**src/design/fcpa_pkg.sv**
```systemverilog
// Shared types, codes and helper functions for the chunk pool allocator.
package fcpa_pkg;

  localparam int DEF_POOL_DEPTH = 256;
  localparam int CNT_W          = 9;
  localparam int BYTES_W        = 17;
  localparam int SIZE_W         = 17;
  localparam int ALIGN_W        = 7;
  localparam int FIDX_W         = 8;
  localparam int OIDX_W         = 8;
  localparam int OFFSET_W       = 24;
  localparam int STATUS_W       = 3;
  localparam int CFG_IDX_W      = 1;
  localparam int CFG_DATA_W     = 17;

  localparam logic [CNT_W-1:0]   RST_CHUNK_COUNT = 9'd256;
  localparam logic [BYTES_W-1:0] RST_CHUNK_BYTES = 17'd64;
  localparam logic [BYTES_W-1:0] MAX_CHUNK_BYTES = 17'd65536;
  localparam logic [ALIGN_W-1:0] MAX_ALIGN       = 7'd8;

  typedef enum logic [1:0] {
    OP_ALLOC = 2'd0,
    OP_FREE  = 2'd1,
    OP_RESET = 2'd2,
    OP_NOP   = 2'd3
  } op_e_t;

  typedef enum logic [STATUS_W-1:0] {
    ST_OK        = 3'd0,
    ST_NO_MEM    = 3'd1,
    ST_TOO_BIG   = 3'd2,
    ST_BAD_ALIGN = 3'd3,
    ST_BAD_INDEX = 3'd4
  } status_e_t;

  typedef enum logic [CFG_IDX_W-1:0] {
    CFG_CHUNK_COUNT = 1'b0,
    CFG_CHUNK_BYTES = 1'b1
  } cfg_idx_e_t;

  typedef enum logic [1:0] {
    S_SWEEP,
    S_IDLE,
    S_ALLOC
  } state_e_t;

  // controller -> datapath
  typedef struct packed {
    logic      rd_issue;     // allocate passes checks: read head link, start offset multiply
    logic      alloc_done;   // link data back: pop head, load granted result
    logic      free_push;    // push free index onto the list
    logic      sweep_start;  // begin relinking pass
    logic      sweep_step;   // write one link entry of the pass
    logic      resp_load;    // load a non-granting result
    status_e_t resp_status;
  } cmd_t;

  // datapath -> controller
  typedef struct packed {
    logic size_bad;
    logic align_bad;
    logic empty;
    logic fidx_bad;
    logic sweep_last;
    logic out_busy;
  } stat_t;

  // chunk_count of zero acts as one, above the pool depth saturates
  function automatic logic [CNT_W-1:0] eff_count(logic [CNT_W-1:0] raw, int unsigned depth);
    logic [CNT_W-1:0] n;
    n = raw;
    if (raw == '0) begin
      n = CNT_W'(1);
    end else if (32'(raw) > depth) begin
      n = CNT_W'(depth);
    end
    return n;
  endfunction

  // round up to a multiple of eight, clamp to 8..65536
  function automatic logic [BYTES_W-1:0] eff_bytes(logic [BYTES_W-1:0] raw);
    logic [BYTES_W:0] r;
    r = ((BYTES_W+1)'(raw) + (BYTES_W+1)'(7)) & ~((BYTES_W+1)'(7));
    if (r == '0) begin
      r = (BYTES_W+1)'(8);
    end else if (r > (BYTES_W+1)'(MAX_CHUNK_BYTES)) begin
      r = (BYTES_W+1)'(MAX_CHUNK_BYTES);
    end
    return BYTES_W'(r);
  endfunction

endpackage

```
**src/design/fcpa_ram.sv**
```systemverilog
// Generic single-write, single-read RAM with registered read data.
module fcpa_ram #(
  parameter int WIDTH = fcpa_pkg::CNT_W,
  parameter int DEPTH = fcpa_pkg::DEF_POOL_DEPTH
) (
  input  logic                     clk,
  input  logic                     wr_en,
  input  logic [$clog2(DEPTH)-1:0] wr_addr,
  input  logic [WIDTH-1:0]         wr_data,
  input  logic                     rd_en,
  input  logic [$clog2(DEPTH)-1:0] rd_addr,
  output logic [WIDTH-1:0]         rd_data
);

  logic [WIDTH-1:0] mem [DEPTH];
  logic [WIDTH-1:0] rd_data_r;

  always_ff @(posedge clk) begin
    if (wr_en) begin
      mem[wr_addr] <= wr_data;
    end
    if (rd_en) begin
      rd_data_r <= mem[rd_addr];
    end
  end

  assign rd_data = rd_data_r;

endmodule

```
**src/design/fcpa_ctrl.sv**
```systemverilog
// Controller state machine: sequences allocate, free, and the relinking pass.
module fcpa_ctrl (
  input  logic                  clk,
  input  logic                  rst_n,
  input  logic                  in_valid,
  output logic                  in_ready,
  input  logic [1:0]            in_operation,
  input  fcpa_pkg::stat_t       stat,
  output fcpa_pkg::cmd_t        cmd
);

  fcpa_pkg::state_e_t state_r, state_nxt;
  fcpa_pkg::op_e_t    op;
  logic               accept;

  assign op = fcpa_pkg::op_e_t'(in_operation);

  always_ff @(posedge clk) begin
    if (!rst_n) begin
      state_r <= fcpa_pkg::S_SWEEP;
    end else begin
      state_r <= state_nxt;
    end
  end

  always_comb begin
    state_nxt       = state_r;
    in_ready        = 1'b0;
    accept          = 1'b0;
    cmd             = '0;
    cmd.resp_status = fcpa_pkg::ST_OK;
    case (state_r)
      fcpa_pkg::S_SWEEP: begin
        cmd.sweep_step = 1'b1;
        if (stat.sweep_last) begin
          state_nxt = fcpa_pkg::S_IDLE;
        end
      end
      fcpa_pkg::S_IDLE: begin
        in_ready = !stat.out_busy;
        accept   = in_valid && in_ready;
        if (accept) begin
          case (op)
            fcpa_pkg::OP_ALLOC: begin
              if (stat.size_bad) begin
                cmd.resp_load   = 1'b1;
                cmd.resp_status = fcpa_pkg::ST_TOO_BIG;
              end else if (stat.align_bad) begin
                cmd.resp_load   = 1'b1;
                cmd.resp_status = fcpa_pkg::ST_BAD_ALIGN;
              end else if (stat.empty) begin
                cmd.resp_load   = 1'b1;
                cmd.resp_status = fcpa_pkg::ST_NO_MEM;
              end else begin
                cmd.rd_issue = 1'b1;
                state_nxt    = fcpa_pkg::S_ALLOC;
              end
            end
            fcpa_pkg::OP_FREE: begin
              cmd.resp_load = 1'b1;
              if (stat.fidx_bad) begin
                cmd.resp_status = fcpa_pkg::ST_BAD_INDEX;
              end else begin
                cmd.free_push = 1'b1;
              end
            end
            fcpa_pkg::OP_RESET: begin
              // result goes out now; the pass then holds off new transfers
              cmd.resp_load   = 1'b1;
              cmd.sweep_start = 1'b1;
              state_nxt       = fcpa_pkg::S_SWEEP;
            end
            default: begin
              cmd.resp_load = 1'b1;
            end
          endcase
        end
      end
      fcpa_pkg::S_ALLOC: begin
        cmd.alloc_done = 1'b1;
        state_nxt      = fcpa_pkg::S_IDLE;
      end
      default: begin
        state_nxt = fcpa_pkg::S_IDLE;
      end
    endcase
  end

endmodule

```
**src/design/fcpa_datapath.sv**
```systemverilog
// Datapath: head and count registers, link store, config, offset multiply, result register.
module fcpa_datapath #(
  parameter int POOL_DEPTH = fcpa_pkg::DEF_POOL_DEPTH
) (
  input  logic                              clk,
  input  logic                              rst_n,
  input  logic                              cfg_wr_en,
  input  logic [fcpa_pkg::CFG_IDX_W-1:0]    cfg_index,
  input  logic [fcpa_pkg::CFG_DATA_W-1:0]   cfg_data,
  input  logic [fcpa_pkg::SIZE_W-1:0]       in_request_size,
  input  logic [fcpa_pkg::ALIGN_W-1:0]      in_request_alignment,
  input  logic [fcpa_pkg::FIDX_W-1:0]       in_free_index,
  input  fcpa_pkg::cmd_t                    cmd,
  output fcpa_pkg::stat_t                   stat,
  output logic                              out_valid,
  input  logic                              out_ready,
  output logic [fcpa_pkg::OIDX_W-1:0]       out_chunk_index,
  output logic [fcpa_pkg::OFFSET_W-1:0]     out_byte_offset,
  output logic                              out_granted,
  output logic [fcpa_pkg::STATUS_W-1:0]     out_status,
  output logic [fcpa_pkg::CNT_W-1:0]        out_allocated_count
);

  localparam int IW    = $clog2(POOL_DEPTH);
  localparam int LW    = $clog2(POOL_DEPTH + 1);
  localparam int CMP_W = (LW > fcpa_pkg::CNT_W) ? LW : fcpa_pkg::CNT_W;
  localparam int PW    = IW + fcpa_pkg::BYTES_W;
  localparam logic [LW-1:0] NULL_LINK = LW'(POOL_DEPTH);
  localparam logic [IW-1:0] LAST_IDX  = IW'(POOL_DEPTH - 1);
  localparam logic [fcpa_pkg::CNT_W-1:0] DEPTH_COUNT =
    fcpa_pkg::eff_count(fcpa_pkg::RST_CHUNK_COUNT, POOL_DEPTH);
  localparam logic [fcpa_pkg::CNT_W-1:0] CNT_MAX = '1;

  logic [LW-1:0]                 head_r, head_nxt;
  logic [fcpa_pkg::CNT_W-1:0]    count_r, count_nxt;
  logic [fcpa_pkg::CNT_W-1:0]    eff_cnt_r;
  logic [fcpa_pkg::BYTES_W-1:0]  eff_bytes_r;
  logic [IW-1:0]                 sweep_idx_r;
  logic [fcpa_pkg::CNT_W-1:0]    sweep_n_r;
  logic [PW-1:0]                 prod_r;

  logic                          out_valid_r;
  logic [fcpa_pkg::OIDX_W-1:0]   out_idx_r;
  logic [fcpa_pkg::OFFSET_W-1:0] out_off_r;
  logic                          out_granted_r;
  logic [fcpa_pkg::STATUS_W-1:0] out_status_r;
  logic [fcpa_pkg::CNT_W-1:0]    out_count_r;

  logic                          ram_wr_en;
  logic [IW-1:0]                 ram_wr_addr;
  logic [LW-1:0]                 ram_wr_data;
  logic [LW-1:0]                 ram_rd_data;
  logic [LW-1:0]                 sweep_next;

  // checks on the item at the input ports, end of pass and result register full
  assign stat.size_bad   = in_request_size > eff_bytes_r;
  assign stat.align_bad  = in_request_alignment > fcpa_pkg::MAX_ALIGN;
  assign stat.empty      = head_r == NULL_LINK;
  assign stat.fidx_bad   = fcpa_pkg::CNT_W'(in_free_index) >= eff_cnt_r;
  assign stat.sweep_last = sweep_idx_r == LAST_IDX;
  assign stat.out_busy   = out_valid_r && !out_ready;

  // relink entry: i -> i+1 inside the pool, last one and any beyond it -> null
  assign sweep_next = ((CMP_W'(sweep_idx_r) + CMP_W'(1)) < CMP_W'(sweep_n_r)) ?
                      (LW'(sweep_idx_r) + LW'(1)) : NULL_LINK;

  always_comb begin
    ram_wr_en   = 1'b0;
    ram_wr_addr = sweep_idx_r;
    ram_wr_data = sweep_next;
    if (cmd.sweep_step) begin
      ram_wr_en = 1'b1;
    end else if (cmd.free_push) begin
      ram_wr_en   = 1'b1;
      ram_wr_addr = IW'(in_free_index);
      ram_wr_data = head_r;
    end
  end

  fcpa_ram #(
    .WIDTH (LW),
    .DEPTH (POOL_DEPTH)
  ) u_link_store (
    .clk     (clk),
    .wr_en   (ram_wr_en),
    .wr_addr (ram_wr_addr),
    .wr_data (ram_wr_data),
    .rd_en   (cmd.rd_issue),
    .rd_addr (head_r[IW-1:0]),
    .rd_data (ram_rd_data)
  );

  always_comb begin
    head_nxt  = head_r;
    count_nxt = count_r;
    if (cmd.sweep_start) begin
      head_nxt  = '0;
      count_nxt = '0;
    end else if (cmd.free_push) begin
      head_nxt  = LW'(in_free_index);
      count_nxt = (count_r == '0) ? count_r : count_r - fcpa_pkg::CNT_W'(1);
    end else if (cmd.alloc_done) begin
      head_nxt  = ram_rd_data;
      count_nxt = (count_r == CNT_MAX) ? count_r : count_r + fcpa_pkg::CNT_W'(1);
    end
  end

  always_ff @(posedge clk) begin
    if (!rst_n) begin
      head_r      <= '0;
      count_r     <= '0;
      eff_cnt_r   <= DEPTH_COUNT;
      eff_bytes_r <= fcpa_pkg::RST_CHUNK_BYTES;
      sweep_idx_r <= '0;
      sweep_n_r   <= DEPTH_COUNT;
      out_valid_r <= 1'b0;
    end else begin
      head_r  <= head_nxt;
      count_r <= count_nxt;
      if (cfg_wr_en) begin
        case (fcpa_pkg::cfg_idx_e_t'(cfg_index))
          fcpa_pkg::CFG_CHUNK_COUNT:
            eff_cnt_r <= fcpa_pkg::eff_count(cfg_data[fcpa_pkg::CNT_W-1:0], POOL_DEPTH);
          fcpa_pkg::CFG_CHUNK_BYTES:
            eff_bytes_r <= fcpa_pkg::eff_bytes(cfg_data[fcpa_pkg::BYTES_W-1:0]);
          default: begin
          end
        endcase
      end
      // pool size for the pass is fixed at its start
      if (cmd.sweep_start) begin
        sweep_idx_r <= '0;
        sweep_n_r   <= eff_cnt_r;
      end else if (cmd.sweep_step) begin
        sweep_idx_r <= sweep_idx_r + IW'(1);
      end
      if (cmd.resp_load || cmd.alloc_done) begin
        out_valid_r <= 1'b1;
      end else if (out_ready) begin
        out_valid_r <= 1'b0;
      end
    end
  end

  always_ff @(posedge clk) begin
    if (cmd.rd_issue) begin
      prod_r <= PW'(head_r[IW-1:0]) * PW'(eff_bytes_r);
    end
    if (cmd.alloc_done) begin
      out_idx_r     <= fcpa_pkg::OIDX_W'(head_r);
      out_off_r     <= fcpa_pkg::OFFSET_W'(prod_r);
      out_granted_r <= 1'b1;
      out_status_r  <= fcpa_pkg::ST_OK;
      out_count_r   <= count_nxt;
    end else if (cmd.resp_load) begin
      out_idx_r     <= '0;
      out_off_r     <= '0;
      out_granted_r <= 1'b0;
      out_status_r  <= cmd.resp_status;
      out_count_r   <= count_nxt;
    end
  end

  assign out_valid           = out_valid_r;
  assign out_chunk_index     = out_idx_r;
  assign out_byte_offset     = out_off_r;
  assign out_granted         = out_granted_r;
  assign out_status          = out_status_r;
  assign out_allocated_count = out_count_r;

endmodule

```
**src/design/fixed_chunk_pool_allocator.sv**
```systemverilog
// Fixed-size chunk pool allocator with a linked free list held in a link store RAM.
// Allocate: a link-store read, then the head pop, which loads the result; no new request is
//   taken in between. Free, refused requests and the unused code load the result when taken.
//   Free one per cycle while each result is taken. Pool reset loads its result when taken,
//   then relinks the link store one entry per cycle, with no input transfer taken.
// After rst_n a relinking pass over all POOL_DEPTH entries runs before the first input
//   transfer; config writes are taken during it.
module fixed_chunk_pool_allocator #(
  parameter int POOL_DEPTH = fcpa_pkg::DEF_POOL_DEPTH
) (
  input  logic                              clk,
  input  logic                              rst_n,
  input  logic                              cfg_wr_en,
  input  logic [fcpa_pkg::CFG_IDX_W-1:0]    cfg_index,
  input  logic [fcpa_pkg::CFG_DATA_W-1:0]   cfg_data,
  input  logic                              in_valid,
  output logic                              in_ready,
  input  logic [1:0]                        in_operation,
  input  logic [fcpa_pkg::SIZE_W-1:0]       in_request_size,
  input  logic [fcpa_pkg::ALIGN_W-1:0]      in_request_alignment,
  input  logic [fcpa_pkg::FIDX_W-1:0]       in_free_index,
  output logic                              out_valid,
  input  logic                              out_ready,
  output logic [fcpa_pkg::OIDX_W-1:0]       out_chunk_index,
  output logic [fcpa_pkg::OFFSET_W-1:0]     out_byte_offset,
  output logic                              out_granted,
  output logic [fcpa_pkg::STATUS_W-1:0]     out_status,
  output logic [fcpa_pkg::CNT_W-1:0]        out_allocated_count
);

  fcpa_pkg::cmd_t  cmd;
  fcpa_pkg::stat_t stat;

  fcpa_ctrl u_ctrl (
    .clk          (clk),
    .rst_n        (rst_n),
    .in_valid     (in_valid),
    .in_ready     (in_ready),
    .in_operation (in_operation),
    .stat         (stat),
    .cmd          (cmd)
  );

  fcpa_datapath #(
    .POOL_DEPTH (POOL_DEPTH)
  ) u_datapath (
    .clk                  (clk),
    .rst_n                (rst_n),
    .cfg_wr_en            (cfg_wr_en),
    .cfg_index            (cfg_index),
    .cfg_data             (cfg_data),
    .in_request_size      (in_request_size),
    .in_request_alignment (in_request_alignment),
    .in_free_index        (in_free_index),
    .cmd                  (cmd),
    .stat                 (stat),
    .out_valid            (out_valid),
    .out_ready            (out_ready),
    .out_chunk_index      (out_chunk_index),
    .out_byte_offset      (out_byte_offset),
    .out_granted          (out_granted),
    .out_status           (out_status),
    .out_allocated_count  (out_allocated_count)
  );

  // a transfer is only taken when the result register has room
  a_accept_room: assert property (@(posedge clk) disable iff (!rst_n)
    (in_valid && in_ready) |-> (!out_valid || out_ready))
    else $error("input transfer taken while result register full");

  // a link read is always followed by the head pop
  a_read_then_pop: assert property (@(posedge clk) disable iff (!rst_n)
    cmd.rd_issue |=> cmd.alloc_done)
    else $error("allocate read not followed by pop");

  // relinking pass and a free never share the link store write port
  a_one_writer: assert property (@(posedge clk) disable iff (!rst_n)
    !(cmd.sweep_step && (cmd.free_push || in_ready)))
    else $error("link store write conflict during relink");

  // a grant always reports ok
  a_grant_ok: assert property (@(posedge clk) disable iff (!rst_n)
    (out_valid && out_granted) |-> (out_status == fcpa_pkg::ST_OK))
    else $error("granted result with error status");

endmodule
```
**config.mk**
```make
export PLATFORM = sky130hd
export DESIGN_NAME = fixed_chunk_pool_allocator
export DESIGN_NICKNAME = d
export VERILOG_FILES = /design/src/design/fcpa_pkg.sv /design/src/design/fcpa_ram.sv /design/src/design/fcpa_ctrl.sv /design/src/design/fcpa_datapath.sv /design/src/design/fixed_chunk_pool_allocator.sv
export SDC_FILE = /design/constraint.sdc
export NUM_CORES = 2
export LEC_CHECK = 0
export ABC_AREA = 1
export BUFFER_PORTS_ARGS = -buffer_cell sky130_fd_sc_hd__buf_2
export CORE_AREA = 2 2 590 710
export DETAILED_ROUTE_END_ITERATION = 12
export DIE_AREA = 0 0 592 712
export PLACE_DENSITY = 0.45
export SYNTH_ARGS = -nofsm -noshare
export SYNTH_HDL_FRONTEND = slang
export SYNTH_SLANG_ARGS = --single-unit
export TNS_END_PERCENT = 50
```
**constraint.sdc**
```tcl
create_clock -name clk -period 14.33 [get_ports clk]
set_input_delay 2.1495 -clock clk [delete_from_list [all_inputs] [get_ports clk]]
set_output_delay 2.1495 -clock clk [all_outputs]
set_load 0.02 [all_outputs]
```
==> flow_summary.ini <==
[pwr]
power_w = 0.0146
p_int_w = 0.0116
p_sw_w = 0.00303
p_sw_frac = 0.208
p_per_area_nw_per_um2 = 124
clkPwrFrac = 0.444
vdd_drop_max_uv = 99.6
leakagePower_nw = 41.7
seq_power_share = 0.536
combPwrFrac = 0.020

[die]
die_w_um = 592
dieHeight_um = 712
core.rowCount = 260
dieArea_sq_um = 422000
core_sq_um = 415000
ios = 104
start_util = 0.249

[route]
ant_nets = 0
firstDrtPassIters = 9
drc = 0
finalWirelength_um = 329000
vias = 69000
drt_iter0_markers = 7003
post_drt_wl_per_cell_um = 22.4
via_per_inst = 4.70

[critical_path]
arrival_ns = 6.72
critPathKind = input pin to register
crit_path_end_kind = register
cp_max_fo = 60
crit_chain = buf_2 -> ha_1 -> nand2_1 -> nor2_1 -> nand3b_1 -> nand3_1 -> nor2_1 -> nand2_2 -> nand3_1 -> o21ai_4 -> buf_4 -> buf_4 -> buf_4
path_common_cell = buf_4
cp.required_ns = 14.88
crit_slowest_cell = buf_4
start_kind = input pin
slowest_delay_ns = 0.85

[yosys]
yosysWarnings = 0
avgSynthCellArea_sq_um = 11.3
synth_common_cells = nand2_1, edfxtp_1, nand3_1
synth_top_area_cell = edfxtp_1
synth-edff-count = 2372
ys_seq_area_frac = 0.702
synthTopCellsByArea = edfxtp_1, nand3_1, nand2_1, clkbuf_1, nor2_1
synth.most_common_cell = nand2_1
ys_async_sr_fraction = 0
synth-seq-cells = 2437
synthFlopType = edfxtp_1
netlist_instances = 9137
synth_cell_types = 47
netlist.area_leader.share = 0.689
syn-cell-area_sq_um = 103000

[cells_and_area]
drive_gt1_frac = 0.0713
finalNonFillerCells = 14700
design_area_sq_um = 117000
final_util = 0.282
area_growth_pct = 13.6
final_nets = 9195

[worst_hold_path]
hp-class = register to register

[timing]
tightest_slew_ns = 1.21
skew_ns = 0.0377
finalCritPeriodShare = 0.430
slew_violations = 0
final.min_clock_period_ns = 6.17
hold_slack_ns = 0.446
slew_headroom = 0.196
hold_violations = 0
fmax_ghz = 0.162
setup_viol_count_final = 0
rsz0062_at_grt = no

[clock_tree]
cts_hold_buf = 0
post-cts-setup-buffer-count = 0
clockBufferDepth = 4
clock-sinks = 2437
path_clk_slew_ns = 0.06
cts_made_buffers = 239
cts_tree = built
htreeDepth = 4
clkLatencyLatePin_ns = 0.91
cts_root_buf = clkbuf_16
cts_resized = 0

[global_routing]
grt_pass1_vias = 69000
grt_pass1_wl_um = 475000
grt_use_total = 0.152
grt_remaining_overflow = 0
antenna_found_initial = 15
grt_start_max_net_pins = 200

[status]
status = finished clean

[place]
numPortBuffers = 100
place_area_sq_um = 109000
gp_congestion = 0.853
dp_hpwl_um = 193000
place_inst = 14300

[run]
drv_cap = 0
state kept, by name (all words and copies together) (netlist names):
signal	flops
u_datapath.prod_r	21
u_datapath.out_valid	1
u_datapath.u_link_store.rd_data	9
u_datapath.sweep_idx_r	8
u_datapath.count_r	9
u_datapath.u_link_store.mem	2304
u_datapath.out_allocated_count	9
u_datapath.out_status	3
u_datapath.out_granted	1
u_datapath.eff_cnt_r	9
u_datapath.head_r	9
u_datapath.sweep_n_r	9
u_ctrl.state_r	2
u_datapath.eff_bytes_r	14
u_datapath.out_chunk_index	8
u_datapath.out_byte_offset	21
power by group through the flow:
stage / Combinational (W) / Sequential [W] / Clock (W)
2_1_floorplan: 0.000112 / 0.00803 / 0
3_3_place_gp: 0.000298 / 0.00797 / 0
3_5_place_dp: 0.000299 / 0.00797 / 0
4_1_cts: 0.000300 / 0.00782 / 0.00662
5_1_grt: 0.000313 / 0.00781 / 0.00686
6_report: 0.000294 / 0.00782 / 0.00648
routing by layer:
layer | part of all wire | wire length [um] | global-route usage
met5 | 0 | 0 | 0
met4 | 0.037 | 12100 | 0.0537
met3 | 0.058 | 19100 | 0.0189
met2 | 0.48 | 158000 | 0.256
met1 | 0.43 | 140000 | 0.200
layout by cell type, fill, tap and decap left out, types with 4 or more instances in the layout:
master / count
a21oi_1: 86
a21oi_4: 4
a31oi_1: 11
buf_12: 9
buf_2: 100
buf_4: 103
bufinv_16: 33
clkbuf_1: 43
clkbuf_16: 243
clkbuf_8: 4
clkinv_1: 41
clkinv_2: 46
clkinvlp_4: 16
dfxtp_1: 59
dfxtp_4: 5
diode_2: 4
edfxtp_1: 2372
fa_1: 71
ha_1: 73
inv_1: 327
inv_2: 6
inv_6: 8
inv_8: 4
nand2_1: 2596
nand2_2: 35
nand2_4: 10
nand3_1: 2288
nand4_1: 11
nor2_1: 394
nor2_4: 8
nor3_1: 12
o211ai_1: 4
o21ai_0: 81
o21ai_4: 8
o22ai_1: 9
xnor2_1: 9
xor2_1: 22
area by class of cell:
type	count	area, sq um
fill	42700	298000
inverter	340	1310
tap	5502	6880
multi-input combinational	5764	27300
timing repair buffer	212	1450
clock inverter	145	1590
sequential	2437	72500
clock buffer	290	6300
antenna	4	10.0
critical path, delay by kind of cell:
| family | cells | cell delay, ns |
|---|---|---|
| adders and majority gates | 1 | 0.32 |
| AOI/OAI and AO/OA | 1 | 0.12 |
| buffers and inverters | 4 | 2.37 |
| and+or+nand+nor | 7 | 1.66 |
worst paths after layout:
kind | start | end | slack (ns) | cells past startpoint
max | in_free_index[7] | u_datapath.u_link_store.mem[98][3]$_DFFE_PP_ | 8.16 | 13
min | u_datapath.out_granted$_SDFFE_PP1P_ | u_datapath.out_granted$_SDFFE_PP1P_ | 0.45 | 2
max reg2reg | u_datapath.head_r[2]$_SDFFE_PP0P_ | u_datapath.prod_r[21]$_DFFE_PP_ | 8.81 | 15
min reg2reg | u_datapath.out_granted$_SDFFE_PP1P_ | u_datapath.out_granted$_SDFFE_PP1P_ | 0.45 | 2
cell families after synthesis:
group / synth area share
and+or+nand+nor: 0.225
other: 0.0000363
adders and majority gates: 0.0226
DFF: 0.702
buffers and inverters: 0.0356
xor gates and xnor gates: 0.00263
AOI/OAI and AO/OA: 0.0119
through the flow:
step	setup WS [ns]	setup TNS, ns
3_5_place_dp	7.17	0
4_1_cts	8.13	0
6_report	8.16	0
3_3_place_gp	6.94	0
2_1_floorplan	-1.17	-2386.16
5_1_grt	7.88	0
No activity file was read; power rests on OpenSTA's default activity.
